--- config.mk ---
export PLATFORM = sky130hd
export DESIGN_NAME = cbp_out_queue_flat
export DESIGN_NICKNAME = d
export VERILOG_FILES = /design/src/sv/cbp_pkg.sv /design/src/sv/cbp_if.sv /design/src/sv/cbp_out_queue.sv /design/src/flat_wrapper.sv
export SDC_FILE = /design/constraint.sdc
export NUM_CORES = 1
export LEC_CHECK = 0
export ABC_AREA = 1
export BUFFER_PORTS_ARGS = -buffer_cell sky130_fd_sc_hd__clkbuf_2
export CORE_MARGIN = 4
export CORE_UTILIZATION = 40
export CTS_BUF_LIST = sky130_fd_sc_hd__clkbuf_16
export DETAILED_ROUTE_END_ITERATION = 16
export GPL_TIMING_DRIVEN = 0
export PLACE_DENSITY = 0.66
export SLEW_MARGIN = 20
export SYNTH_ARGS = -nofsm -noshare
export SYNTH_HDL_FRONTEND = slang
export SYNTH_SLANG_ARGS = --single-unit
--- constraint.sdc ---
create_clock -name clk -period 14.85 [get_ports clk]
set_input_delay 3.7125 -clock clk [delete_from_list [all_inputs] [get_ports clk]]
set_output_delay 3.7125 -clock clk [all_outputs]
set_load 0.03 [all_outputs]
--- src/sv/cbp_pkg.sv ---
`timescale 1ns / 1ps
// ---------------------------------------------------------------------------
// cbp_pkg
// shared constants and types of the correlating branch predictor
// ---------------------------------------------------------------------------
package cbp_pkg;

	localparam int CBP_ADDR_WIDTH_MAX = 10;
	localparam int CBP_HIST_WIDTH_MAX = 4;

	localparam int BR_ADDR_W  = 32;
	localparam int COUNT_W    = 32;
	localparam int ENTRIES_W  = 15;
	localparam int CFG_IDX_W  = 2;
	localparam int CFG_DATA_W = 4;

	// table entry: touched mark above, two-bit counter below
	localparam int CTR_W   = 2;
	localparam int ENTRY_W = CTR_W + 1;

	localparam int OUT_Q_DEPTH = 3;
	localparam int OUT_Q_CNT_W = 2;

	localparam logic [CTR_W-1:0] CTR_STRONG_NT = 2'd0;
	localparam logic [CTR_W-1:0] CTR_WEAK_NT   = 2'd1;
	localparam logic [CTR_W-1:0] CTR_WEAK_T    = 2'd2;
	localparam logic [CTR_W-1:0] CTR_STRONG_T  = 2'd3;

	localparam logic       MODE_ONE_BIT = 1'b0;
	localparam logic       MODE_TWO_BIT = 1'b1;
	localparam logic [2:0] HIST_BITS_RESET = 3'd4;
	localparam logic [3:0] ADDR_BITS_RESET = 4'd10;

	typedef enum logic [CFG_IDX_W-1:0] {
		CFG_COUNTER_MODE = 2'd0,
		CFG_HISTORY_BITS = 2'd1,
		CFG_ADDR_BITS    = 2'd2
	} cbp_cfg_idx_t;

	typedef struct packed {
		logic       counter_mode;
		logic [2:0] history_bits;
		logic [3:0] addr_bits;
	} cbp_cfg_t;

	typedef struct packed {
		logic                 predicted_taken;
		logic [COUNT_W-1:0]   correct_count;
		logic [COUNT_W-1:0]   total_count;
		logic [ENTRIES_W-1:0] entries_used;
	} cbp_result_t;

endpackage

--- src/sv/cbp_if.sv ---


interface cbp_result_if import cbp_pkg::*; ();
	logic                 valid;
	logic                 ready;
	logic                 predicted_taken;
	logic [COUNT_W-1:0]   correct_count;
	logic [COUNT_W-1:0]   total_count;
	logic [ENTRIES_W-1:0] entries_used;

	modport source (output valid, predicted_taken, correct_count, total_count, entries_used,
		input ready);
	modport sink (input valid, predicted_taken, correct_count, total_count, entries_used,
		output ready);
endinterface


--- src/sv/cbp_out_queue.sv ---
`timescale 1ns / 1ps
// ---------------------------------------------------------------------------
// cbp_out_queue
// small result queue that decouples the pipeline from a stalling sink
// ---------------------------------------------------------------------------
module cbp_out_queue import cbp_pkg::*; (
	input  logic                   clk,
	input  logic                   arst_n,
	input  logic                   push,
	input  cbp_result_t            push_data,
	output logic [OUT_Q_CNT_W-1:0] count,
	cbp_result_if.source           result
);

	localparam int PTR_W = $clog2(OUT_Q_DEPTH);

	cbp_result_t              slot_q [OUT_Q_DEPTH];
	logic [PTR_W-1:0]         wr_ptr_q, rd_ptr_q;
	logic [OUT_Q_CNT_W-1:0]   cnt_q;
	logic                     pop;
	cbp_result_t              head;

	assign head  = slot_q[rd_ptr_q];
	assign pop   = result.valid && result.ready;
	assign count = cnt_q;

	assign result.valid           = (cnt_q != '0);
	assign result.predicted_taken = head.predicted_taken;
	assign result.correct_count   = head.correct_count;
	assign result.total_count     = head.total_count;
	assign result.entries_used    = head.entries_used;

	always_ff @(posedge clk or negedge arst_n) begin
		if (!arst_n) begin
			wr_ptr_q <= '0;
			rd_ptr_q <= '0;
			cnt_q    <= '0;
		end else begin
			if (push) begin
				wr_ptr_q <= (wr_ptr_q == PTR_W'(OUT_Q_DEPTH - 1)) ? '0 : wr_ptr_q + 1'b1;
			end
			if (pop) begin
				rd_ptr_q <= (rd_ptr_q == PTR_W'(OUT_Q_DEPTH - 1)) ? '0 : rd_ptr_q + 1'b1;
			end
			cnt_q <= cnt_q + OUT_Q_CNT_W'(push) - OUT_Q_CNT_W'(pop);
		end
	end

	always_ff @(posedge clk) begin
		if (push) begin
			slot_q[wr_ptr_q] <= push_data;
		end
	end

endmodule

--- src/flat_wrapper.sv ---
// flat-port wrapper written by rule: the top's interface ports become plain ports
module cbp_out_queue_flat import cbp_pkg::*;
  (clk, arst_n, push, push_data, count, result_valid, result_predicted_taken, result_correct_count, result_total_count, result_entries_used, result_ready);
  cbp_result_if result_i ();
  input  logic clk;
  input  logic arst_n;
  input  logic push;
  input  cbp_result_t push_data;
  output logic [OUT_Q_CNT_W-1:0] count;
  output wire logic [$bits(result_i.valid)-1:0] result_valid;
  output wire logic [$bits(result_i.predicted_taken)-1:0] result_predicted_taken;
  output wire logic [$bits(result_i.correct_count)-1:0] result_correct_count;
  output wire logic [$bits(result_i.total_count)-1:0] result_total_count;
  output wire logic [$bits(result_i.entries_used)-1:0] result_entries_used;
  input wire logic [$bits(result_i.ready)-1:0] result_ready;
  assign result_valid = result_i.valid;
  assign result_predicted_taken = result_i.predicted_taken;
  assign result_correct_count = result_i.correct_count;
  assign result_total_count = result_i.total_count;
  assign result_entries_used = result_i.entries_used;
  assign result_i.ready = result_ready;
  cbp_out_queue u_core (.clk(clk), .arst_n(arst_n), .push(push), .push_data(push_data), .count(count), .result(result_i));
endmodule
# Word level (Yosys, flattened, before mapping)
# Memories as Yosys holds them, arrays and structs flattened.
# Cells that the tools add are included.
[word_totals]
reg_bits = 6
latch_bits = 0
mem_bits_rw = 240
mem_bits_ro = 0
output_inout_bits = 83
word_cells = 16
n_memories = 1
[classes]
add_sub_neg = 4
n_mul = 0
div_mod_pow = 0
n_lt_le_gt_ge = 0
eq_ne = 2
n_shift = 0
muxes = 4
bitwise = 0
n_reduce_logical = 2
[mem_list]
columns = ["name", "depth", "word_bits", "read_ports", "rd_clocked_by_memory_dff", "wr", "line", "text"]
rows = [
  ["u_core.slot_q", 3, 80, 1, 0, 1, "cbp_out_queue.sv:17", "cbp_result_t slot_q [OUT_Q_DEPTH];"],
]
[op_table]
columns = ["cell", "count"]
rows = [
  ["$add A2 B1 Y2 const B", 2],
  ["$eq A2 B2 Y1 const B", 2],
  ["$mux W2", 2],
  ["$add A2 B1 Y2", 1],
  ["$mux W1", 2],
  ["$reduce_bool A2 Y1", 1],
  ["$sub A2 B1 Y2", 1],
  ["$logic_and A1 B1 Y1", 1],
]

# Logic depth before layout (Yosys ltp)
[logic_depth]
word_depth = 3
depth_mapped = 10

# Least setup slack after synthesis
# No wires, ideal clock.
[synth_path]
path_type = "input to register"
from = "input port push"
to = "memory u_core.slot_q[2][0] in the netlist's numbering (enable)"
setup_ps = 617
arrival_time_ps = 9152
setup_slack_ps = 5081
path_stages = 2
n_path_buf = 0
path_cell_list = "inv_1 -> nor3_1"
[synth_between]
elab_chain_cells = 2
[synth_lines]
columns = ["element", "line", "text"]
rows = [
  ["start, declared", "flat_wrapper.sv:7", "input logic push;"],
  ["$mux W1", "cbp_out_queue.sv:50", "if (push) begin"],
  ["$mux W1 (not written as such)", "cbp_out_queue.sv:51", "slot_q[wr_ptr_q] <= push_data;"],
  ["end, declared", "cbp_out_queue.sv:17", ""],
]
# No other way between the ends.

# Worst setup path after layout
[layout_path]
from = "register u_core.rd_ptr_q[1]"
to = "output port result_total_count[29]"
[layout_between]
elab_chain_cells = 1
[layout_lines]
columns = ["element", "line", "text"]
rows = [
  ["start, declared", "cbp_out_queue.sv:18", "logic [PTR_W-1:0] wr_ptr_q, rd_ptr_q;"],
  ["start signal, assigned", "cbp_out_queue.sv:43", "rd_ptr_q <= (rd_ptr_q == PTR_W'(OUT_Q_DEPTH - 1)) ? '0 : rd_ptr_q + 1'b1;"],
  ["$mem_v2 Z3 W80", "-", ""],
  ["end, declared", "flat_wrapper.sv:13", "output wire logic [$bits(result_i.total_count)-1:0] result_total_count;"],
]
# No other way between the ends.

==> flow_metrics.tcl <==
set metrics [dict create \
    path_clk_slew_ns 0.06 \
    finalSetupTns_ns 0 \
    chipWidth_um 159 \
    crit_path_end_kind "output pin" \
    grt_max_degree 57 \
    post_drt_wl_per_cell_um 17.1 \
    cp_num_cells 5 \
    post-route-min-period_ns 5.77 \
    synthToLayoutAreaGrowth_pct 23.8 \
    place_ws_ns 9.35 \
    root_buffer "clkbuf_16" \
    ys_seq_area_share_pct 80.8 \
    power_mw 2.57 \
    holdBufCountCts 0 \
    first_pass_iters 4 \
    post-route-period-util_pct 38.9 \
    drv_cap 0 \
    worstPathArrival_ns 2.06 \
    clock_latency_ns 0.52 \
    dieArea_mm2 0.0252 \
    nFillCells 1894 \
    worst_pin_slew_ns 0.740 \
    syn_inst 636 \
    fmax_mhz 173 \
    rsz0062_at_grt "false" \
    yosys_warnings 0 \
    ioPinCount 167 \
    syn_avg_cell_area_um2 14.3 \
    postCtsSetupBuffers 0 \
    numPortBuffers 166 \
    finalClockSkew_ns 0.00795 \
    global_route.usage.met3_pct 4.46 \
    leakagePower_nw 4.43 \
    grt_pass1_vias 5575 \
    grt.overflow.total 0 \
    cts_buffers 26 \
    ir_worst_vdd_uv 116 \
    drive_gt1_share_pct 29.4 \
    cp.required_ns 11.14 \
    cts_resized 0 \
    postLayoutCoreUtil_pct 51.0 \
    holdWs_ns 0.587 \
    vias_per_cell 4.85 \
    synthesis.area_mm2 0.00910 \
    setup-violations-final 0 \
    crit_buf_inv 3 \
    finalMaxSlewViolations 0 \
    fin_nets 929 \
    path_cells "inv_2 -> clkbuf_1 -> nand3_1 -> nand3_1 -> clkbuf_2" \
    placed_cell_area_mm2 0.0104 \
    regArea_mm2 0.00736 \
    drc_errors 0 \
    hold_violations 0 \
    busiest_layer "met2" \
    ys_ff_latch 246 \
    grt_pass1_wl_um 30100 \
    drt_wl_total_um 19500 \
    crit_fanout 10 \
    dp.cells 1095 \
    drt_iter0_drc 265 \
    die_h_um 159 \
    finalWorstSetupSlack_ns 9.08 \
    p_per_area_mw_per_mm2 228 \
    cpMostUsedCell "nand3_1" \
    grt_util_met1_pct 17.9 \
    ant_nets 0 \
    critPathTopFamily "buffers and inverters" \
    status "completed" \
    stdcell_count 1142 \
    place.gp.congestion 0.727 \
    rows 54 \
    dpl.hpwl_um 12500 \
    crit_type "register to output pin" \
    coreArea_mm2 0.0221 \
    htreeDepth 1 \
    ys_types 14 \
    grt_antenna_before_repair 0 \
    syn_nets 722 \
    num_vias 5541 \
    start_util_pct 41.2 \
    final_area_mm2 0.0113 \
    cp-start-kind "register" \
    relSlewSlack_pct 50.6 \
    cpMaxStageDelayCell "dfrtp_1" \
    grt_usage_pct 15.0 \
    hold_depth 2 \
    diodes 0 \
    cts.path.max_buffers 3 \
    worst_r2r_path_depth 5 \
    cts_num_sinks 246 \
    slowest_delay_ns 0.42 \
    gr-usage-met2_pct 26.8 \
    multi_input_area_mm2 0.00153 \
    hp-class "register to register" \
    cts_tree "yes" \
]
[where the power goes]
part	internal [mW]	leakage, nW	switching [mW]	total (mW)
clock	0.362	0.419	0.250	0.611
combinational	0.262	1.72	0.781	1.04
sequential	0.891	2.29	0.0258	0.917
[state kept, by name (all words and copies together), names as in the netlist]
name and flops:
u_core.wr_ptr_q 2, u_core.count 2, u_core.slot_q 240, u_core.rd_ptr_q 2
[path summary, 6_finish.rpt]
check	start	end	slack (ns)
setup reg to reg	u_core.wr_ptr_q[0]	u_core.slot_q[2][2]	12.85
min in group asynchronous	arst_n	u_core.rd_ptr_q[0]	3.02
hold / removal	u_core.wr_ptr_q[1]	u_core.wr_ptr_q[1]	0.59
max in group asynchronous	arst_n	u_core.wr_ptr_q[1]	11.67
setup / recovery	u_core.rd_ptr_q[1]	result_total_count[29]	9.08
hold reg to reg	u_core.wr_ptr_q[1]	u_core.wr_ptr_q[1]	0.59
[cell usage in the layout (no fill, tap or decap), types with 3 or more instances in the layout]
master / synthesis / layout
clkinvlp_4: 0 / 4
edfxtp_1: 240 / 240
nand2_1: 171 / 171
clkinv_1: 0 / 3
buf_2: 29 / 29
clkbuf_16: 0 / 27
inv_1: 12 / 17
clkinv_2: 0 / 4
nand3_1: 165 / 165
clkbuf_2: 0 / 166
dfrtp_1: 6 / 6
buf_4: 3 / 9
buf_6: 0 / 5
[cell families after synthesis]
logic type,Yosys count,share of synthesized area [%]
compound gates,2,0.110
fa+ha+maj,2,0.275
buf+inv,47,2.46
flops,246,80.8
simple gates,339,16.3
[layer usage]
layer | part of all wire (%) | up-vias
met5 | 0 | -
met4 | 2.2 | 0
met3 | 7.0 | 34
met2 | 49 | 153
met1 | 41 | 2625
li1 | - | 2729
[area by class of cell]
cell class              count  share of cell area [%]
flip-flops and latches    246                    65.3
multi-input cells         343                    13.6
repair buffers            179                    8.69
clock buffers              27                    6.00
well taps                 280                    3.11
plain buffers              34                    1.55
clock inverters            20                    1.31
inverters                  13                   0.500
[synthesized netlist by cell type]
cell type  number  share of area, %
inv_2           1             0.041
dfrtp_1         6               1.6
ha_1            2              0.27
nor2_4          1              0.12
o21ai_0         2              0.11
buf_2          29               1.6
nor2_1          1             0.041
clkbuf_1        2             0.082
nand3_1       165               9.1
inv_1          12              0.49
nor3_1          1             0.055
buf_4           3              0.25
nand2_1       171               7.1
edfxtp_1      240                79
[worst min-delay path: stages (launching register included)]
cell and delay [ns]:
dfrtp_1 0.32, inv_1 0.07, o21ai_0 0.16
No activity file was read; power rests on OpenSTA's default activity.
