$ cat src/sv/cbp_pkg.sv
`timescale 1ns / 1ps
// ---------------------------------------------------------------------------
// cbp_pkg
// shared constants and types of the correlating branch predictor
// ---------------------------------------------------------------------------
package cbp_pkg;

	localparam int CBP_ADDR_WIDTH_MAX = 10;
	localparam int CBP_HIST_WIDTH_MAX = 4;

	localparam int BR_ADDR_W  = 32;
	localparam int COUNT_W    = 32;
	localparam int ENTRIES_W  = 15;
	localparam int CFG_IDX_W  = 2;
	localparam int CFG_DATA_W = 4;

	// table entry: touched mark above, two-bit counter below
	localparam int CTR_W   = 2;
	localparam int ENTRY_W = CTR_W + 1;

	localparam int OUT_Q_DEPTH = 3;
	localparam int OUT_Q_CNT_W = 2;

	localparam logic [CTR_W-1:0] CTR_STRONG_NT = 2'd0;
	localparam logic [CTR_W-1:0] CTR_WEAK_NT   = 2'd1;
	localparam logic [CTR_W-1:0] CTR_WEAK_T    = 2'd2;
	localparam logic [CTR_W-1:0] CTR_STRONG_T  = 2'd3;

	localparam logic       MODE_ONE_BIT = 1'b0;
	localparam logic       MODE_TWO_BIT = 1'b1;
	localparam logic [2:0] HIST_BITS_RESET = 3'd4;
	localparam logic [3:0] ADDR_BITS_RESET = 4'd10;

	typedef enum logic [CFG_IDX_W-1:0] {
		CFG_COUNTER_MODE = 2'd0,
		CFG_HISTORY_BITS = 2'd1,
		CFG_ADDR_BITS    = 2'd2
	} cbp_cfg_idx_t;

	typedef struct packed {
		logic       counter_mode;
		logic [2:0] history_bits;
		logic [3:0] addr_bits;
	} cbp_cfg_t;

	typedef struct packed {
		logic                 predicted_taken;
		logic [COUNT_W-1:0]   correct_count;
		logic [COUNT_W-1:0]   total_count;
		logic [ENTRIES_W-1:0] entries_used;
	} cbp_result_t;

endpackage

$ cat src/sv/cbp_update.sv
`timescale 1ns / 1ps
// ---------------------------------------------------------------------------
// cbp_update
// counter read-modify-write with forwarding, prediction and statistics
// ---------------------------------------------------------------------------
module cbp_update import cbp_pkg::*; #(
	parameter int IDX_W = CBP_ADDR_WIDTH_MAX + CBP_HIST_WIDTH_MAX
) (
	input  logic               clk,
	input  logic               arst_n,
	input  cbp_cfg_t           cfg_i,
	input  logic               s1_valid,
	input  logic [IDX_W-1:0]   s1_idx,
	input  logic               s1_taken,
	input  logic [ENTRY_W-1:0] rd_data,
	output logic               wr_en,
	output logic [IDX_W-1:0]   wr_addr,
	output logic [ENTRY_W-1:0] wr_data,
	output logic               push,
	output cbp_result_t        result
);

	localparam int TOUCH_W = (IDX_W + 1 > ENTRIES_W) ? IDX_W + 1 : ENTRIES_W;

	logic               fwd_valid_q;
	logic [IDX_W-1:0]   fwd_idx_q;
	logic [ENTRY_W-1:0] fwd_data_q;
	logic [COUNT_W-1:0] hit_q, hit_n;
	logic [COUNT_W-1:0] br_q, br_n;
	logic [TOUCH_W-1:0] touch_q, touch_n;
	logic [ENTRY_W-1:0] cur;
	logic [CTR_W-1:0]   ctr, ctr_nxt;
	logic               pred;

	// last cycle's write lands on the same edge as this item's read
	assign cur = (fwd_valid_q && fwd_idx_q == s1_idx) ? fwd_data_q : rd_data;
	assign ctr = cur[CTR_W-1:0];

	always_comb begin
		if (cfg_i.counter_mode == MODE_ONE_BIT) begin
			pred    = (ctr == CTR_WEAK_NT);
			ctr_nxt = s1_taken ? CTR_WEAK_NT : CTR_STRONG_NT;
		end else begin
			pred = ctr[1];
			if (s1_taken) begin
				ctr_nxt = (ctr == CTR_STRONG_NT) ? CTR_WEAK_NT : CTR_STRONG_T;
			end else begin
				ctr_nxt = (ctr == CTR_STRONG_T) ? CTR_WEAK_T : CTR_STRONG_NT;
			end
		end
	end

	assign hit_n   = (s1_valid && pred == s1_taken && hit_q != '1) ? hit_q + 1'b1 : hit_q;
	assign br_n    = (s1_valid && br_q != '1) ? br_q + 1'b1 : br_q;
	assign touch_n = (s1_valid && !cur[ENTRY_W-1]) ? touch_q + 1'b1 : touch_q;

	assign wr_en   = s1_valid;
	assign wr_addr = s1_idx;
	assign wr_data = {1'b1, ctr_nxt};
	assign push    = s1_valid;

	assign result.predicted_taken = pred;
	assign result.correct_count   = hit_n;
	assign result.total_count     = br_n;
	assign result.entries_used    = ENTRIES_W'(touch_n);

	always_ff @(posedge clk or negedge arst_n) begin
		if (!arst_n) begin
			fwd_valid_q <= 1'b0;
			hit_q       <= '0;
			br_q        <= '0;
			touch_q     <= '0;
		end else begin
			fwd_valid_q <= s1_valid;
			hit_q       <= hit_n;
			br_q        <= br_n;
			touch_q     <= touch_n;
		end
	end

	always_ff @(posedge clk) begin
		if (s1_valid) begin
			fwd_idx_q  <= s1_idx;
			fwd_data_q <= wr_data;
		end
	end

endmodule

$ cat config.mk
export PLATFORM = sky130hd
export DESIGN_NAME = cbp_update
export DESIGN_NICKNAME = d
export VERILOG_FILES = /design/src/sv/cbp_pkg.sv /design/src/sv/cbp_update.sv
export SDC_FILE = /design/constraint.sdc
export NUM_CORES = 1
export LEC_CHECK = 0
export ABC_CLOCK_PERIOD_IN_PS = 2900
export BUFFER_PORTS_ARGS = -buffer_cell sky130_fd_sc_hd__buf_4
export CAP_MARGIN = 20
export CORE_MARGIN = 2
export CORE_UTILIZATION = 28
export CTS_CLUSTER_SIZE = 16
export DETAILED_ROUTE_END_ITERATION = 7
export GPL_ROUTABILITY_DRIVEN = 0
export SYNTH_ARGS = -nofsm -noshare
export SYNTH_HDL_FRONTEND = slang
export SYNTH_SLANG_ARGS = --single-unit
export TNS_END_PERCENT = 5
$ cat constraint.sdc
create_clock -name clk -period 2.9 [get_ports clk]
set_input_delay 0.29 -clock clk [delete_from_list [all_inputs] [get_ports clk]]
set_output_delay 0.29 -clock clk [all_outputs]
set_load 0.05 [all_outputs]
After elaboration in Yosys (flattened, before gate mapping)
Index checks and enable logic that the tools add are counted.
{ "totals": {"register_bits": 96, "in_bits": 29, "output_inout_bits": 99, "word_cells": 32} }
{ "op_classes": {"n_addsub": 3, "eq_ne": 6, "muxes": 10, "reduce_logical": 7} }
{ "op_table": {"columns": ["operator", "count"], "rows": [
  ["32-bit by 1-bit adder with 32-bit output, second input constant", 2],
  ["32-bit two-way mux", 2],
  ["32-bit != test, second input constant", 2],
  ["15-bit by 1-bit adder with 15-bit output, second input constant", 1],
  ["15-bit two-way mux", 1],
  ["14-bit equality test", 1],
  ["2-bit two-way mux", 4],
  ["1-bit logical AND", 5],
  ["3-bit two-way mux", 1],
  ["2-bit by 1-bit equality test with 1-bit output, second input constant", 1],
  ["2-bit equality test, second input constant", 1],
  ["2-bit logical NOT", 1],
  ["1-bit two-way mux", 2],
  ["1-bit equality test", 1],
  ["1-bit logical NOT", 1]
]} }

Longest topological paths before layout
{ "logic_depth": {"word_depth": 9, "ltp_mapped": 9, "depth_no_buf": 7} }

Least setup slack after synthesis
Ideal clock, no wire load.
{ "synth_timing": {"path_kind": "register -> register", "from": "register fwd_idx_q[12]", "to": "register fwd_data_q[1], data pin", "setup_time_ns": 0.429, "arrival_ns": 2.895, "required_ns": 2.471, "path_slack_ns": -0.424, "path_stages_with_launch": 8, "path_buffers": 1, "synth_period_minus_slack_ns": 3.324, "path_cell_list": "edfxtp_1 -> xor2_1 -> nor4_1 -> nand4_1 -> or2_2 -> clkbuf_1 -> or3_1 -> a21boi_0"} }
{ "synth_between": {"elab_chain_cells": 7, "elab_cells_between_ends": 9, "cone_classes": "eq/ne: 2; mux: 5; reduce/logical: 2"} }
{ "synth_lines": {"columns": ["element", "line", "source"], "rows": [
  ["from (decl)", "cbp_update.sv:26", "logic [IDX_W-1:0] fwd_idx_q;"],
  ["from (signal assigned)", "cbp_update.sv:83", "fwd_idx_q <= s1_idx;"],
  ["14-bit equality test *", "cbp_update.sv:36", "assign cur = (fwd_valid_q && fwd_idx_q == s1_idx) ? fwd_data_q : rd_data;"],
  ["1-bit logical AND *", "cbp_update.sv:36", null],
  ["3-bit two-way mux *", "cbp_update.sv:36", null],
  ["2-bit equality test or 2-bit logical NOT (tied branches)", "cbp_update.sv:48, cbp_update.sv:46", null],
  ["2-bit two-way mux, on equally long branches", "cbp_update.sv:48, cbp_update.sv:46", null],
  ["2-bit two-way mux *", "cbp_update.sv:45", "if (s1_taken) begin"],
  ["2-bit two-way mux *", "cbp_update.sv:40", "if (cfg_i.counter_mode == MODE_ONE_BIT) begin"],
  ["net wr_data[1]", "cbp_update.sv:18", "output logic [ENTRY_W-1:0] wr_data,"],
  ["to (signal assigned)", "cbp_update.sv:84", "fwd_data_q <= wr_data;"],
  ["to (decl)", "cbp_update.sv:27", "logic [ENTRY_W-1:0] fwd_data_q;"]
]} }
The timed path passes the listed nets; every way through them passes the cells marked *.
A chain may end at the register's enable or synchronous reset.

==> reports/metrics.sh <==
FIN_CRIT_SH_PCT=104
WORST_SKEW_PAIR_LATER_PIN_LATENCY_NS=0.35
DRIVE_GT1_SHARE_PCT=42.5
P_LEAK_nW=3.13
FLOORPLAN.ROWS=46
FIN_NETS=589
NUMBER_OF_FLOPS_MAPPED_TO_ENABLE_CELLS_BY_YOSYS=16
CLOCKBUFFERDEPTH=2
AVGSYNTHCELLAREA_UM2=11.0
ANTENNA_FOUND_INITIAL=0
OVERALL_DIE_HEIGHT_UM=132
FINALMAXSLEWVIOLATIONS=0
WORSTSETUPPATHTYPE='reg2out'
WORST_EP_REQUIRED_TIME_NS=2.61
GRT_PASS1_VIAS=3632
INITIAL_CORE_UTIL_PCT=28.8
POST-SYNTH-TOP-COUNT-CELL='sky130_fd_sc_hd__dfrtp_1'
ROUTE.DETAILED.VIAS_PER_INST=4.54
POST-DP-HPWL_MM=7.82
DRCVIOLATIONCOUNT=0
NETLIST-CELL-TYPE-COUNT=41
NETLIST_TOP_CELLS_COUNT='sky130_fd_sc_hd__dfrtp_1, sky130_fd_sc_hd__xor2_1, sky130_fd_sc_hd__xnor2_1'
VDD.IR_DROP.WORST_V=0.000807
GRT_USE_TOTAL_PCT=12.9
GRT_REMAINING_OVERFLOW=0
IO_PINS=128
CTS-HTREE-LEVELS=3
FLOORPLAN.DIE.WIDTH_UM=132
REG2REG_SLACK_NS=0.45
CRIT_PATH_MAX_FANOUT=6
CTS_MADE_BUFFERS=9
NETLIST_INSTANCES=418
ANTENNA-DIODE-COUNT=0
CRITICAL_PATH.ENDPOINT_TYPE='primary output'
GRT_MAX_DEGREE=81
SYNTH_LARGEST_TYPE_AREA_FRACTION_PCT=43.5
INITIALDRTVIOLATIONCOUNT=186
FINALHOLDVIOLCOUNT=0
TIMING.FINAL.CRIT_PERIOD_NS=3.02
RSZ_0062_RAISED_AFTER_GLOBAL_ROUTING='yes'
CLKSLEWWORSTSETUPHOLDPATHS_NS=0.06
CLOCKROOTBUFFER='sky130_fd_sc_hd__clkbuf_16'
DRT_PRE_ANTENNA_ITERS=4
CLOCK-SINKS=96
AVGROUTEDWIREPERCELL_UM=14.6
VIOLATIONS='negative setup slack'
FINAL_CELL_COUNT_NO_FILL=778
FINALSETUPVIOLCOUNT=31
CLOCK_TREE_FROM_TRITONCTS='done'
CLOCK_SKEW_NS=0.00451
POSTROUTEWIRELENGTH_MM=11.3
MAPPEDNETLISTNETS=450
TIMING.CRITICAL_PATH.FROM_TYPE='register'
TOTALNEGATIVESETUPSLACK_NS=-2.13
FINISH.INSTANCE_AREA_MM2=0.00681
CRITPATHARRIVALTIME_NS=2.73
MIN_PATH_TYPE='in2reg'
UTILIZATION_PCT=42.7
NUMPORTBUFFERS=119
POWERDENSITY_mW_PER_MM2=679
MAXCLOCKFREQUENCY_MHz=331
TIMING.FINAL.WS_SETUP_NS=-0.118
MAPPEDNETLISTAREA_MM2=0.00460
AREA.GROWTH.SYNTH_TO_FINAL_PCT=48.0
POSTSYNTH.TOPFLOPCELL='sky130_fd_sc_hd__dfrtp_1'
YOSYS_REGISTER_BITS=96
DESIGN.DIE.AREA_MM2=0.0175
SYNTH_ASYNC_SR_FLOP_SHARE_PCT=83.3
SYNTH.LARGEST_AREA_CELL='sky130_fd_sc_hd__dfrtp_1'
TOTAL_POWER_mW=4.62
PLACED_CELLS=740
CAP_VIOLATIONS=0
WIRE_LENGTH_OF_THE_FIRST_GLOBAL_ROUTING_PASS_MM=18.1
DETAILROUTE.VIA_COUNT=3532
CORE_REGION_AREA_MM2=0.0159
RUN_STATUS='finished with violations'
AREA_POST_PLACEMENT_MM2=0.00569
YOSYSWARNINGS=0
SYNTHTOPCELLSBYAREA='sky130_fd_sc_hd__dfrtp_1, sky130_fd_sc_hd__edfxtp_1, sky130_fd_sc_hd__xor2_1, sky130_fd_sc_hd__xnor2_1, sky130_fd_sc_hd__buf_4'
POSTROUTEANTENNANETS=0
SYNTH-SEQ-AREA-SHARE_PCT=54.0
[cell type report]
cell class	count	area, um^2
Tap cell	216	270
Multi-Input combinational cell	285	2360
Timing Repair Buffer	155	1340
Sequential cell	96	2480
Clock buffer	13	293
Fill cell	1489	9140
Inverter	10	37.5
Clock inverter	3	18.8
[worst paths after layout]
| check | startpoint | endpoint | cells past startpoint |
|---|---|---|---|
| setup / recovery | hit_q[14] | result[57] | 9 |
| hold / removal | s1_idx[12] | fwd_idx_q[12] | 1 |
| setup reg to reg | fwd_idx_q[9] | hit_q[1] | 10 |
| hold reg to reg | hit_q[17] | hit_q[17] | 1 |
| max in group asynchronous | arst_n | hit_q[11] | 3 |
| min in group asynchronous | arst_n | touch_q[3] | 2 |
[layout by cell type (no fill, tap or decap), drive strengths merged, types with 11 or more instances in the layout]
cell	n
buf	153
dfrtp	80
xor2	51
xnor2	39
nand2	38
nand3	21
nor2	21
nor3	19
nand4	17
edfxtp	16
nor4	16
clkbuf	14
and3	13
inv	11
[sequential cells by signal, summed over array words and instances, names as in the netlist]
name / flops
fwd_data_q: 2
fwd_idx_q: 14
touch_q: 15
br_q: 32
fwd_valid_q: 1
hit_q: 32
[kinds of logic after synthesis]
logic type	synth area share (%)
AOI/OAI and AO/OA	1.80
xor gates and xnor gates	17.1
adders and majority gates	1.03
buffers and inverters	4.73
DFF	54.0
muxes	0.952
other	0.0816
and+or+nand+nor	20.3
[report_power, final]
| part | total, mW | internal, mW | leakage [nW] | switching (mW) |
|---|---|---|---|---|
| Sequential | 1.71 | 1.55 | 1.18 | 0.166 |
| Clock | 1.22 | 0.709 | 0.152 | 0.513 |
| Combinational | 1.69 | 0.580 | 1.80 | 1.11 |
[critical path, cell delays in order (launching register included)]
cell	delay, ns
sky130_fd_sc_hd__dfrtp_1	0.39
sky130_fd_sc_hd__and4_4	0.25
sky130_fd_sc_hd__nand4_1	0.16
sky130_fd_sc_hd__or3_1	0.38
sky130_fd_sc_hd__or2_4	0.29
sky130_fd_sc_hd__nor2_4	0.17
sky130_fd_sc_hd__buf_6	0.19
sky130_fd_sc_hd__nor4_4	0.07
sky130_fd_sc_hd__xor2_1	0.24
sky130_fd_sc_hd__buf_4	0.25
[per-stage QoR]
| step | setup WS, ns | hold WS [ns] |
|---|---|---|
| finish | -0.118 | 0.147 |
| global route | -0.248 | 0.130 |
| CTS | -0.119 | 0.129 |
| detailed placement | 0.00994 | 0.471 |
| global placement | 0.0264 | 0.461 |
| floorplan | -0.00162 | -0.00559 |
[what timing repair did]
| item | CTS | global route |
|---|---|---|
| gates resized for setup | 42 | 72 |
| endpoints found under the hold margin | 0 | 11 |
| gates cloned | 1 | 1 |
| setup endpoints to repair | 72 | 79 |
| pin swaps | 22 | 48 |
| buffers inserted | 11 | 7 |
| hold buffers | 0 | 1 |
[layer usage]
layer	up-vias	share of wire [%]	track usage, %
met1	1735	44	16.0
li1	1703	-	-
met5	-	0	0
met4	0	1.2	4.29
met3	8	4.9	3.73
met2	86	50	21.5
(Power assumes the default switching activity.)
