**config.mk**
```make
export PLATFORM = sky130hd
export DESIGN_NAME = cbp_front_flat
export DESIGN_NICKNAME = d
export VERILOG_FILES = /design/src/sv/cbp_pkg.sv /design/src/sv/cbp_if.sv /design/src/sv/cbp_front.sv /design/src/flat_wrapper.sv
export SDC_FILE = /design/constraint.sdc
export NUM_CORES = 1
export LEC_CHECK = 0
export ABC_CLOCK_PERIOD_IN_PS = 2600
export CORE_UTILIZATION = 64
export CTS_BUF_LIST = sky130_fd_sc_hd__clkbuf_8
export DETAILED_ROUTE_END_ITERATION = 8
export DONT_BUFFER_PORTS = 1
export GPL_TIMING_DRIVEN = 0
export PLACE_DENSITY = 0.8
export REMOVE_ABC_BUFFERS = 1
export SLEW_MARGIN = 20
export SYNTH_ARGS = -nofsm -noshare
export SYNTH_HDL_FRONTEND = slang
export SYNTH_SLANG_ARGS = --single-unit
```
**constraint.sdc**
```tcl
create_clock -name clk -period 2.6 [get_ports clk]
set_clock_uncertainty 0.15 [all_clocks]
set_input_delay 0.52 -clock clk [delete_from_list [all_inputs] [get_ports clk]]
set_output_delay 0.52 -clock clk [all_outputs]
set_load 0.005 [all_outputs]
```
**src/sv/cbp_pkg.sv**
```systemverilog
`timescale 1ns / 1ps
// ---------------------------------------------------------------------------
// cbp_pkg
// shared constants and types of the correlating branch predictor
// ---------------------------------------------------------------------------
package cbp_pkg;

	localparam int CBP_ADDR_WIDTH_MAX = 10;
	localparam int CBP_HIST_WIDTH_MAX = 4;

	localparam int BR_ADDR_W  = 32;
	localparam int COUNT_W    = 32;
	localparam int ENTRIES_W  = 15;
	localparam int CFG_IDX_W  = 2;
	localparam int CFG_DATA_W = 4;

	// table entry: touched mark above, two-bit counter below
	localparam int CTR_W   = 2;
	localparam int ENTRY_W = CTR_W + 1;

	localparam int OUT_Q_DEPTH = 3;
	localparam int OUT_Q_CNT_W = 2;

	localparam logic [CTR_W-1:0] CTR_STRONG_NT = 2'd0;
	localparam logic [CTR_W-1:0] CTR_WEAK_NT   = 2'd1;
	localparam logic [CTR_W-1:0] CTR_WEAK_T    = 2'd2;
	localparam logic [CTR_W-1:0] CTR_STRONG_T  = 2'd3;

	localparam logic       MODE_ONE_BIT = 1'b0;
	localparam logic       MODE_TWO_BIT = 1'b1;
	localparam logic [2:0] HIST_BITS_RESET = 3'd4;
	localparam logic [3:0] ADDR_BITS_RESET = 4'd10;

	typedef enum logic [CFG_IDX_W-1:0] {
		CFG_COUNTER_MODE = 2'd0,
		CFG_HISTORY_BITS = 2'd1,
		CFG_ADDR_BITS    = 2'd2
	} cbp_cfg_idx_t;

	typedef struct packed {
		logic       counter_mode;
		logic [2:0] history_bits;
		logic [3:0] addr_bits;
	} cbp_cfg_t;

	typedef struct packed {
		logic                 predicted_taken;
		logic [COUNT_W-1:0]   correct_count;
		logic [COUNT_W-1:0]   total_count;
		logic [ENTRIES_W-1:0] entries_used;
	} cbp_result_t;

endpackage

```
**src/sv/cbp_if.sv**
```systemverilog
`timescale 1ns / 1ps
// ---------------------------------------------------------------------------
// cbp interfaces
// valid/ready channels for branches, results and configuration writes
// ---------------------------------------------------------------------------
interface cbp_branch_if import cbp_pkg::*; ();
	logic                 valid;
	logic                 ready;
	logic [BR_ADDR_W-1:0] branch_address;
	logic                 taken;

	modport source (output valid, branch_address, taken, input ready);
	modport sink (input valid, branch_address, taken, output ready);
endinterface


interface cbp_cfg_if import cbp_pkg::*; ();
	logic                  valid;
	logic                  ready;
	logic [CFG_IDX_W-1:0]  index;
	logic [CFG_DATA_W-1:0] data;

	modport source (output valid, index, data, input ready);
	modport sink (input valid, index, data, output ready);
endinterface

```
**src/sv/cbp_front.sv**
```systemverilog
`timescale 1ns / 1ps
// ---------------------------------------------------------------------------
// cbp_front
// config registers, global history, table index and the clearing pass
// ---------------------------------------------------------------------------
module cbp_front import cbp_pkg::*; #(
	parameter int ADDR_WIDTH_MAX = CBP_ADDR_WIDTH_MAX,
	parameter int HIST_WIDTH_MAX = CBP_HIST_WIDTH_MAX,
	parameter int IDX_W = ADDR_WIDTH_MAX + HIST_WIDTH_MAX
) (
	input  logic              clk,
	input  logic              arst_n,
	cbp_cfg_if.sink           cfg,
	cbp_branch_if.sink        branch,
	input  logic              space_ok,
	output cbp_cfg_t          cfg_o,
	output logic [IDX_W-1:0]  rd_addr,
	output logic              clearing,
	output logic [IDX_W-1:0]  clr_addr,
	output logic              s1_valid,
	output logic [IDX_W-1:0]  s1_idx,
	output logic              s1_taken
);

	cbp_cfg_t                  cfg_q;
	logic [HIST_WIDTH_MAX-1:0] hist_q;
	logic [HIST_WIDTH_MAX-1:0] hist_mask;
	logic [ADDR_WIDTH_MAX-1:0] addr_mask;
	logic [IDX_W-1:0]          clr_q;
	logic                      clearing_q;
	logic                      accept;

	assign cfg.ready    = 1'b1;
	assign branch.ready = !clearing_q && space_ok;
	assign accept       = branch.valid && branch.ready;
	assign cfg_o        = cfg_q;
	assign clearing     = clearing_q;
	assign clr_addr     = clr_q;

	// widths above the maximum fall out as all-ones masks
	always_comb begin
		for (int i = 0; i < HIST_WIDTH_MAX; i++) begin
			hist_mask[i] = (32'(cfg_q.history_bits) > 32'(i));
		end
		for (int i = 0; i < ADDR_WIDTH_MAX; i++) begin
			addr_mask[i] = (32'(cfg_q.addr_bits) > 32'(i));
		end
	end

	assign rd_addr = {branch.branch_address[ADDR_WIDTH_MAX-1:0] & addr_mask,
		hist_q & hist_mask};

	always_ff @(posedge clk or negedge arst_n) begin
		if (!arst_n) begin
			cfg_q.counter_mode <= MODE_TWO_BIT;
			cfg_q.history_bits <= HIST_BITS_RESET;
			cfg_q.addr_bits    <= ADDR_BITS_RESET;
		end else if (cfg.valid) begin
			unique case (cbp_cfg_idx_t'(cfg.index))
				CFG_COUNTER_MODE: cfg_q.counter_mode <= cfg.data[0];
				CFG_HISTORY_BITS: cfg_q.history_bits <= cfg.data[2:0];
				CFG_ADDR_BITS:    cfg_q.addr_bits    <= cfg.data[3:0];
				default: ;
			endcase
		end
	end

	always_ff @(posedge clk or negedge arst_n) begin
		if (!arst_n) begin
			hist_q <= '0;
		end else if (accept) begin
			hist_q <= HIST_WIDTH_MAX'({hist_q, branch.taken}) & hist_mask;
		end
	end

	// one table entry zeroed per cycle after reset
	always_ff @(posedge clk or negedge arst_n) begin
		if (!arst_n) begin
			clr_q      <= '0;
			clearing_q <= 1'b1;
		end else if (clearing_q) begin
			clr_q <= clr_q + 1'b1;
			if (clr_q == '1) begin
				clearing_q <= 1'b0;
			end
		end
	end

	always_ff @(posedge clk or negedge arst_n) begin
		if (!arst_n) begin
			s1_valid <= 1'b0;
		end else begin
			s1_valid <= accept;
		end
	end

	always_ff @(posedge clk) begin
		if (accept) begin
			s1_idx   <= rd_addr;
			s1_taken <= branch.taken;
		end
	end

endmodule

```
**src/flat_wrapper.sv**
```systemverilog
// flat-port wrapper written by rule: the top's interface ports become plain ports
module cbp_front_flat import cbp_pkg::*;
#(
	parameter int ADDR_WIDTH_MAX = CBP_ADDR_WIDTH_MAX,
	parameter int HIST_WIDTH_MAX = CBP_HIST_WIDTH_MAX,
	parameter int IDX_W = ADDR_WIDTH_MAX + HIST_WIDTH_MAX
)
  (clk, arst_n, space_ok, cfg_o, rd_addr, clearing, clr_addr, s1_valid, s1_idx, s1_taken, cfg_valid, cfg_index, cfg_data, cfg_ready, branch_valid, branch_branch_address, branch_taken, branch_ready);
  cbp_cfg_if cfg_i ();
  cbp_branch_if branch_i ();
  input  logic clk;
  input  logic arst_n;
  input  logic space_ok;
  output cbp_cfg_t cfg_o;
  output logic [IDX_W-1:0] rd_addr;
  output logic clearing;
  output logic [IDX_W-1:0] clr_addr;
  output logic s1_valid;
  output logic [IDX_W-1:0] s1_idx;
  output logic s1_taken;
  input wire logic [$bits(cfg_i.valid)-1:0] cfg_valid;
  input wire logic [$bits(cfg_i.index)-1:0] cfg_index;
  input wire logic [$bits(cfg_i.data)-1:0] cfg_data;
  output wire logic [$bits(cfg_i.ready)-1:0] cfg_ready;
  input wire logic [$bits(branch_i.valid)-1:0] branch_valid;
  input wire logic [$bits(branch_i.branch_address)-1:0] branch_branch_address;
  input wire logic [$bits(branch_i.taken)-1:0] branch_taken;
  output wire logic [$bits(branch_i.ready)-1:0] branch_ready;
  assign cfg_i.valid = cfg_valid;
  assign cfg_i.index = cfg_index;
  assign cfg_i.data = cfg_data;
  assign cfg_ready = cfg_i.ready;
  assign branch_i.valid = branch_valid;
  assign branch_i.branch_address = branch_branch_address;
  assign branch_i.taken = branch_taken;
  assign branch_ready = branch_i.ready;
  cbp_front #(.ADDR_WIDTH_MAX(ADDR_WIDTH_MAX), .HIST_WIDTH_MAX(HIST_WIDTH_MAX), .IDX_W(IDX_W)) u_core (.clk(clk), .arst_n(arst_n), .cfg(cfg_i), .branch(branch_i), .space_ok(space_ok), .cfg_o(cfg_o), .rd_addr(rd_addr), .clearing(clearing), .clr_addr(clr_addr), .s1_valid(s1_valid), .s1_idx(s1_idx), .s1_taken(s1_taken));
endmodule
```
# [After elaboration in Yosys (flattened, before gate mapping)]
# Cells that the tools add are included.
[classes] mux=2 order_cmp=14 add_sub_neg=1 n_eq_ne=3 n_bitwise=3 reduce_logical=7
[op_table] op="greater-than comparator 4 x 3 -> 1 bit (second input constant)" count=4
[op_table] op="adder 14 x 1 -> 14 bit (second input constant)" count=1
[op_table] op="== test 14 bit (second input constant)" count=1
[op_table] op="AND 10 bit" count=1
[op_table] op="AND 4 bit" count=2
[op_table] op="greater-than comparator 4 x 1 -> 1 bit (second input constant)" count=2
[op_table] op="greater-than comparator 4 x 2 -> 1 bit (second input constant)" count=2
[op_table] op="greater-than comparator 4 bit (second input constant)" count=2
[op_table] op="greater-than comparator 3 x 1 -> 1 bit (second input constant)" count=2
[op_table] op="greater-than comparator 3 x 2 -> 1 bit (second input constant)" count=2
[op_table] op="AND reduction 2 bit" count=3
[op_table] op="== test 2 x 1 -> 1 bit (second input constant)" count=1
[op_table] op="== test 2 bit (second input constant)" count=1
[op_table] op="logical AND 1 bit" count=2
[op_table] op="zero test 2 bit" count=1
[op_table] op="2-to-1 mux 1 bit" count=2
[op_table] op="zero test 1 bit" count=1
[totals] word_cells=39 in_bits=44 ff_bits=43

# [Longest topological paths before layout]
# Gate-level depths: netlist of run 1.
[logic_depth] word_depth=3 mapped_depth=4 mapped_depth_nobuf=4

# [Worst setup path after synthesis of run 1]
# OpenSTA, ideal clock, no wires.
[synth_path] path_type="reg2out" startpoint="register u_core.cfg_q (netlist bit u_core.cfg_o[3])" endpoint="output rd_addr[6]" arrival_ns=1.092 slack_ns=0.838 n_path_buf=1 path_stages_with_launch=4 path_cell_list="dfstp_2 -> clkbuf_1 -> nor2_1 -> a21boi_0"
[synth_between] elab_chain_cells=2
[synth_lines] item="from (decl)" line="cbp_front.sv:25" text="cbp_cfg_t cfg_q;"
[synth_lines] item="greater-than comparator 4 x 2 -> 1 bit" line="cbp_front.sv:46" text="addr_mask[i] = (32'(cfg_q.addr_bits) > 32'(i));"
[synth_lines] item="AND 10 bit" line="cbp_front.sv:50" text="assign rd_addr = {branch.branch_address[ADDR_WIDTH_MAX-1:0] & addr_mask,"
[synth_lines] item="to (decl)" line="flat_wrapper.sv:15" text="output logic [IDX_W-1:0] rd_addr;"
# Every way passes these cells.

# [Final worst setup path of run 1]
[layout_path] startpoint="register u_core.cfg_q (netlist bit u_core.cfg_o[1])" endpoint="output rd_addr[6]"
# Same word-level chain as after synthesis.

==> results.py, run 1 <==
metrics = {
    "timing": {
        "setup_tns_ns": 0,
        "rsz0062_at_grt": "false",
        "slew_viol_final": 0,
        "tightestPinTransition_ns": 0.587,
        "setup_viol_count_final": 0,
        "period_share": 0.805,
        "fmax_mhz": 478,
        "relSlewSlack": 0.608,
        "hold_viol_final": 0,
        "period_needed_ns": 2.09,
    },
    "logic_synthesis": {
        "syn_inst": 133,
        "synth-edff-count": 15,
        "ys_seq_elements": 43,
        "synth_area_leaders": "dfrtp_1, edfxtp_1, dfstp_2",
        "avgSynthCellArea_um2": 13.4,
        "ys_warn_count": 0,
        "synth_top_area_cell": "dfrtp_1",
        "synth_common_cells": "dfrtp_1, edfxtp_1, mux2_2, nand2_1, xor2_1",
        "syn_area_mm2": 0.00179,
        "async_flop_share": 0.651,
        "ys_seq_area_frac": 0.647,
        "yosys.area.top_type_share": 0.322,
        "synthFlopType": "dfrtp_1",
        "synth_cell_types": 34,
        "yosysMostFrequentCell": "dfrtp_1",
    },
    "setup_path": {
        "path_cells": "nand2_1 > a21boi_0",
        "critPathTopFamily": "flip-flops",
        "start_kind": "flip-flop",
        "crit_fanout": 10,
        "crit_arrival_ns": 1.42,
        "endpoint_kind": "output port",
        "worst-path-buf-inv": 0,
        "cpPeakStageDelay_ns": 0.64,
        "cp.required_ns": 1.93,
        "cp_slowest_cell": "dfstp_2",
        "worstSetupPathType": "flip-flop to output port",
    },
    "floorplanning": {
        "start_util": 0.696,
        "dieHeight_um": 54.9,
        "ioPinCount": 99,
        "fp-row-count": 18,
        "dieArea_mm2": 0.00301,
        "core-area_mm2": 0.00257,
        "die_w_um": 54.9,
    },
    "clock_tree": {
        "clock_latency_ns": 0.29,
        "post_cts_buffers": 0,
        "cts-root-buf": "clkbuf_8",
        "ctsHtreeMaxLevel": 2,
        "cts_tree": "done",
        "cts_buffers": 5,
        "cts_hold_buffers": 2,
        "cts.sinks": 43,
        "cts_resized": 0,
        "cts_max_path_buffers": 2,
        "path_clk_slew_ns": 0.08,
    },
    "run_status": {
        "status": "complete, no violations",
    },
    "layout": {
        "area_growth_pct": 8.40,
        "postLayoutCoreUtil": 0.755,
        "num-nets-final": 182,
        "antenna_cells": 0,
        "drive_gt1_frac": 0.159,
    },
    "min_path": {
        "hp-class": "primary input to flip-flop",
    },
    "placement": {
        "routabilityCongestion": 0.772,
        "hpwl_mm": 2.33,
        "io_buffers": 0,
    },
    "job": {
        "cap_viol_max_count": 0,
    },
    "global_route": {
        "grt_antenna_before_repair": 0,
        "grt_usage": 0.242,
        "grt_pass1_vias": 1020,
        "overflow": 0,
        "grt_pass1_wl_mm": 4.73,
        "grt_max_degree": 29,
    },
    "routing": {
        "via_per_inst": 6.44,
        "drt-pass1-iter-count": 4,
        "drtIter0Drc": 23,
        "route.antenna.remaining_nets": 0,
        "drt-total-wl_mm": 3.17,
        "route.detailed.drc": 0,
        "via_count": 1082,
        "wire_per_inst_um": 18.8,
    },
    "pwr": {
        "power.density_mw_per_mm2": 742,
        "peakVddDrop_v": 0.000758,
        "leakage_uw": 0.000831,
    },
}
cell usage in the layout (no fill, tap or decap), types with 4 or more instances in the layout:
master,n
nor2b_1,6
clkbuf_8,5
nor2_1,5
nand2_1,9
dfstp_2,5
xnor2_1,6
dfrtp_1,23
mux2_2,9
xor2_1,7
nor4_1,4
edfxtp_1,15
inv_1,5
worst register-to-register path: cells and delay by family (launching register included):
kind	cells	cell delay [ns]
buffers and inverters	1	0.53
AND/OR/NAND/NOR	1	0.33
flip-flops	1	0.42
layout make-up:
type                    instances  area (um^2)
multi-input cells              82          596
clock buffers                   5         68.8
clock inverters                 3         37.5
fillers                       161          629
well taps                      30         37.5
repair buffers                  2         30.0
inverters                       3         11.3
flip-flops and latches         43         1160
worst paths after layout:
check,from,endpoint,slack [ns],cells past startpoint
setup / recovery,u_core.cfg_o[1],rd_addr[6],0.51,2
hold / removal,branch_taken,u_core.s1_taken,0.17,0
setup reg to reg,u_core.clearing,u_core.s1_idx[13],0.80,2
hold reg to reg,u_core.hist_q[3],u_core.hist_q[3],0.35,2
max in group asynchronous,arst_n,u_core.cfg_o[3],1.55,2
min in group asynchronous,arst_n,u_core.hist_q[1],0.52,2
per-stage QoR:
stage / instance area, um^2 / power (uW) / instances / hold WS (ns) / setup WS, ns
4_1_cts: 1940 / 1450 / 168 / 0.160 / 0.505
5_1_grt: 1940 / 1500 / 168 / 0.150 / 0.457
3_3_place_gp: 1800 / 942 / 158 / 0.0749 / 0.832
3_5_place_dp: 1800 / 955 / 158 / 0.0749 / 0.800
6_report: 1940 / 1440 / 168 / 0.166 / 0.507
2_1_floorplan: 1760 / 915 / 128 / 0.0744 / 0.996
registers in the layout, indices dropped and copies added, names as in the netlist:
register         cells
u_core.cfg_o         8
u_core.s1_idx       14
u_core.hist_q        4
u_core.s1_taken      1
u_core.clr_addr     14
u_core.s1_valid      1
u_core.clearing      1
cells by family (layout without fill, tap and decap cells):
kind of cell / after synthesis / after routing / share of synthesized area
simple gates: 41 / 41 / 0.131
fa+ha+maj: 1 / 1 / 0.00700
mux: 9 / 9 / 0.0567
xor+xnor: 13 / 13 / 0.0637
flops: 43 / 43 / 0.647
buf+inv: 8 / 13 / 0.0196
other cells: 1 / 1 / 0.00210
compound gates: 17 / 17 / 0.0728
power breakdown:
group / leakage [uW] / switching [uW] / total (uW) / internal [uW]
clock network: 0.0000607 / 206 / 486 / 279
logic: 0.000265 / 60.7 / 115 / 54.5
registers: 0.000505 / 68.1 / 838 / 770
metal layers:
layer	track usage	part of all wire
met4	0.145	0.020
met5	0	0
met3	0.0778	0.070
met1	0.296	0.39
met2	0.369	0.52
Power figures use the tool's default switching activity.
==> run 2: changes to the inputs <==
- ABC_CLOCK_PERIOD_IN_PS: 2600 -> 1800
- CORE_UTILIZATION: 64 -> 58
- PLACE_DENSITY: 0.8 -> 0.76
- clock period: 2.6 -> 1.8 ns (I/O delays scaled with it)
==> run 2 against run 1 <==
Global-route usage down 4.0 points. Routed wire length up 5.0%. Worst setup slack worse by 0.46 ns. The flow now finishes with violations (design-rule violations). Clock power up 77%. Sequential power up 44%. Critical endpoint is now rd_addr[10]. Worst hold slack worse by 0.11 ns. Cell area up 4.8%.
==> results.py, run 2 (same netlist as run 1, synthesis figures left out) <==
metrics = {
    "global_route": {
        "grt_max_degree": 29,
        "grt_antenna_before_repair": 0,
        "grt_usage": 0.201,
        "grt_pass1_wl_mm": 4.83,
        "overflow": 0,
        "grt_pass1_vias": 990,
    },
    "timing": {
        "setup_viol_count_final": 0,
        "worst_hold_slack_ns": 0.0515,
        "slew_viol_final": 0,
        "period_share": 0.975,
        "rsz0062_at_grt": "true",
        "period_needed_ns": 1.75,
        "hold_viol_final": 0,
        "fmax_mhz": 570,
    },
    "clock_tree": {
        "cts_max_path_buffers": 2,
        "cts-root-buf": "clkbuf_8",
        "ctsHtreeMaxLevel": 2,
        "cts_tree": "done",
        "clock_latency_ns": 0.29,
        "cts_buffers": 5,
        "cts.sinks": 43,
        "path_clk_slew_ns": 0.08,
    },
    "layout": {
        "num-nets-final": 189,
        "antenna_cells": 0,
        "fin_area_mm2": 0.00203,
        "final_cell_mix": "dfrtp_1, edfxtp_1, nand2_1, mux2_2, xor2_1",
        "postLayoutCoreUtil": 0.718,
        "area_growth_pct": 13.6,
        "fill_cells": 196,
        "final_cells": 176,
        "final_common_cell": "dfrtp_1",
        "drive_gt1_frac": 0.221,
    },
    "setup_path": {
        "crit_arrival_ns": 1.24,
        "start_kind": "flip-flop",
        "r2r_cells": 3,
        "rr_endpoint": "u_core.s1_idx[4]",
        "r2r_start": "u_core.clearing",
        "endpoint_kind": "output port",
        "critPathLaunch": "u_core.cfg_o[1]",
        "crit_path_end": "rd_addr[10]",
        "cp.required_ns": 1.29,
        "worstSetupPathType": "flip-flop to output port",
        "reg2reg_slack_ns": 0.11,
        "crit_fanout": 10,
    },
    "floorplanning": {
        "core-area_mm2": 0.00283,
        "die_w_um": 57.5,
        "fp-row-count": 19,
        "dieArea_mm2": 0.00331,
        "dieHeight_um": 57.5,
        "start_util": 0.632,
        "ioPinCount": 99,
    },
    "placement": {
        "placed_area_mm2": 0.00180,
        "place_inst": 159,
        "routabilityCongestion": 0.746,
        "hpwl_mm": 2.22,
        "io_buffers": 0,
    },
    "pwr": {
        "power.total_uw": 2240,
        "clkPwrFrac": 0.383,
        "sw_frac_of_total": 0.222,
        "pwr-share-comb": 0.079,
        "pwr-share-seq": 0.539,
        "power.density_mw_per_mm2": 1100,
        "leakage_uw": 0.000864,
        "peakVddDrop_v": 0.000902,
        "internal_power_uw": 1750,
        "p_switching_uw": 498,
    },
    "routing": {
        "drt-pass1-iter-count": 6,
        "wire_per_inst_um": 18.9,
        "via_per_inst": 6.24,
        "drtIter0Drc": 26,
        "route.detailed.drc": 5,
        "drt-total-wl_mm": 3.32,
        "via_count": 1099,
        "route.antenna.remaining_nets": 0,
    },
    "min_path": {
        "hp-class": "primary input to flip-flop",
    },
    "run_status": {
        "violations": "design-rule violations",
        "status": "finished with violations",
    },
    "job": {
        "cap_viol_max_count": 0,
    },
}
run 2: cell types whose count changed in the layout (fill, tap and decap cells not counted), sizes merged:
cell,previous run,this run
bufinv,1,2
buf,1,7
dlygate4sd3,1,2
clkinvlp,0,1
inv,5,3
run 2: timing repair:
item                                    4_1_cts  5_1_grt
pin swaps                                     0        2
gates cloned                                  0        0
resized for setup                             2        2
hold endpoints to repair                     28        1
endpoints found under the setup margin       16       20
setup buffers                                 2        4
hold buffers                                  2        1
run 2: worst max-delay path: stages (launching register included):
cell and delay (ns):
dfstp_2 0.63, a31oi_1 0.10, nor2b_1 0.22
run 2: metal layers:
layer | vias to the layer above | track usage | wire (um)
met5 | - | 0 | 0
met4 | 0 | 0.0836 | 35
met3 | 5 | 0.0726 | 238
met2 | 41 | 0.287 | 1630
met1 | 553 | 0.281 | 1420
li1 | 500 | - | -
run 2: stage by stage:
stage	TNS, ns	worst slack [ns]
2_1_floorplan	0	0.227
3_3_place_gp	0	0.0363
3_5_place_dp	-0.314	-0.0214
4_1_cts	0	0.0208
5_1_grt	-0.0171	-0.0158
6_report	0	0.0457
run 2: layout make-up:
cell class,instances,area (um^2),share of cell area
Multi-Input combinational cell,82,602,0.296
Clock buffer,5,68.8,0.0339
Sequential cell,43,1160,0.570
Timing Repair Buffer,9,85.1,0.0419
Clock inverter,3,63.8,0.0314
Tap cell,31,38.8,0.0191
Inverter,3,15.0,0.00739
run 2: power by group through the flow:
stage | sequential, uW | combinational (uW) | clock (uW)
2_1_floorplan | 1200 | 124 | 0
3_3_place_gp | 1220 | 138 | 0
3_5_place_dp | 1230 | 145 | 0
4_1_cts | 1210 | 171 | 872
5_1_grt | 1220 | 195 | 905
6_report | 1210 | 176 | 859
run 2: worst min path at each step:
stage                  from                 end  depth (start not counted)
2_1_floorplan        arst_n     u_core.cfg_o[0]                          0
3_3_place_gp         arst_n  u_core.clr_addr[4]                          0
3_5_place_dp         arst_n  u_core.clr_addr[4]                          0
4_1_cts        branch_taken     u_core.s1_taken                          0
5_1_grt        branch_taken    u_core.hist_q[0]                          1
6_report       branch_taken    u_core.hist_q[0]                          1
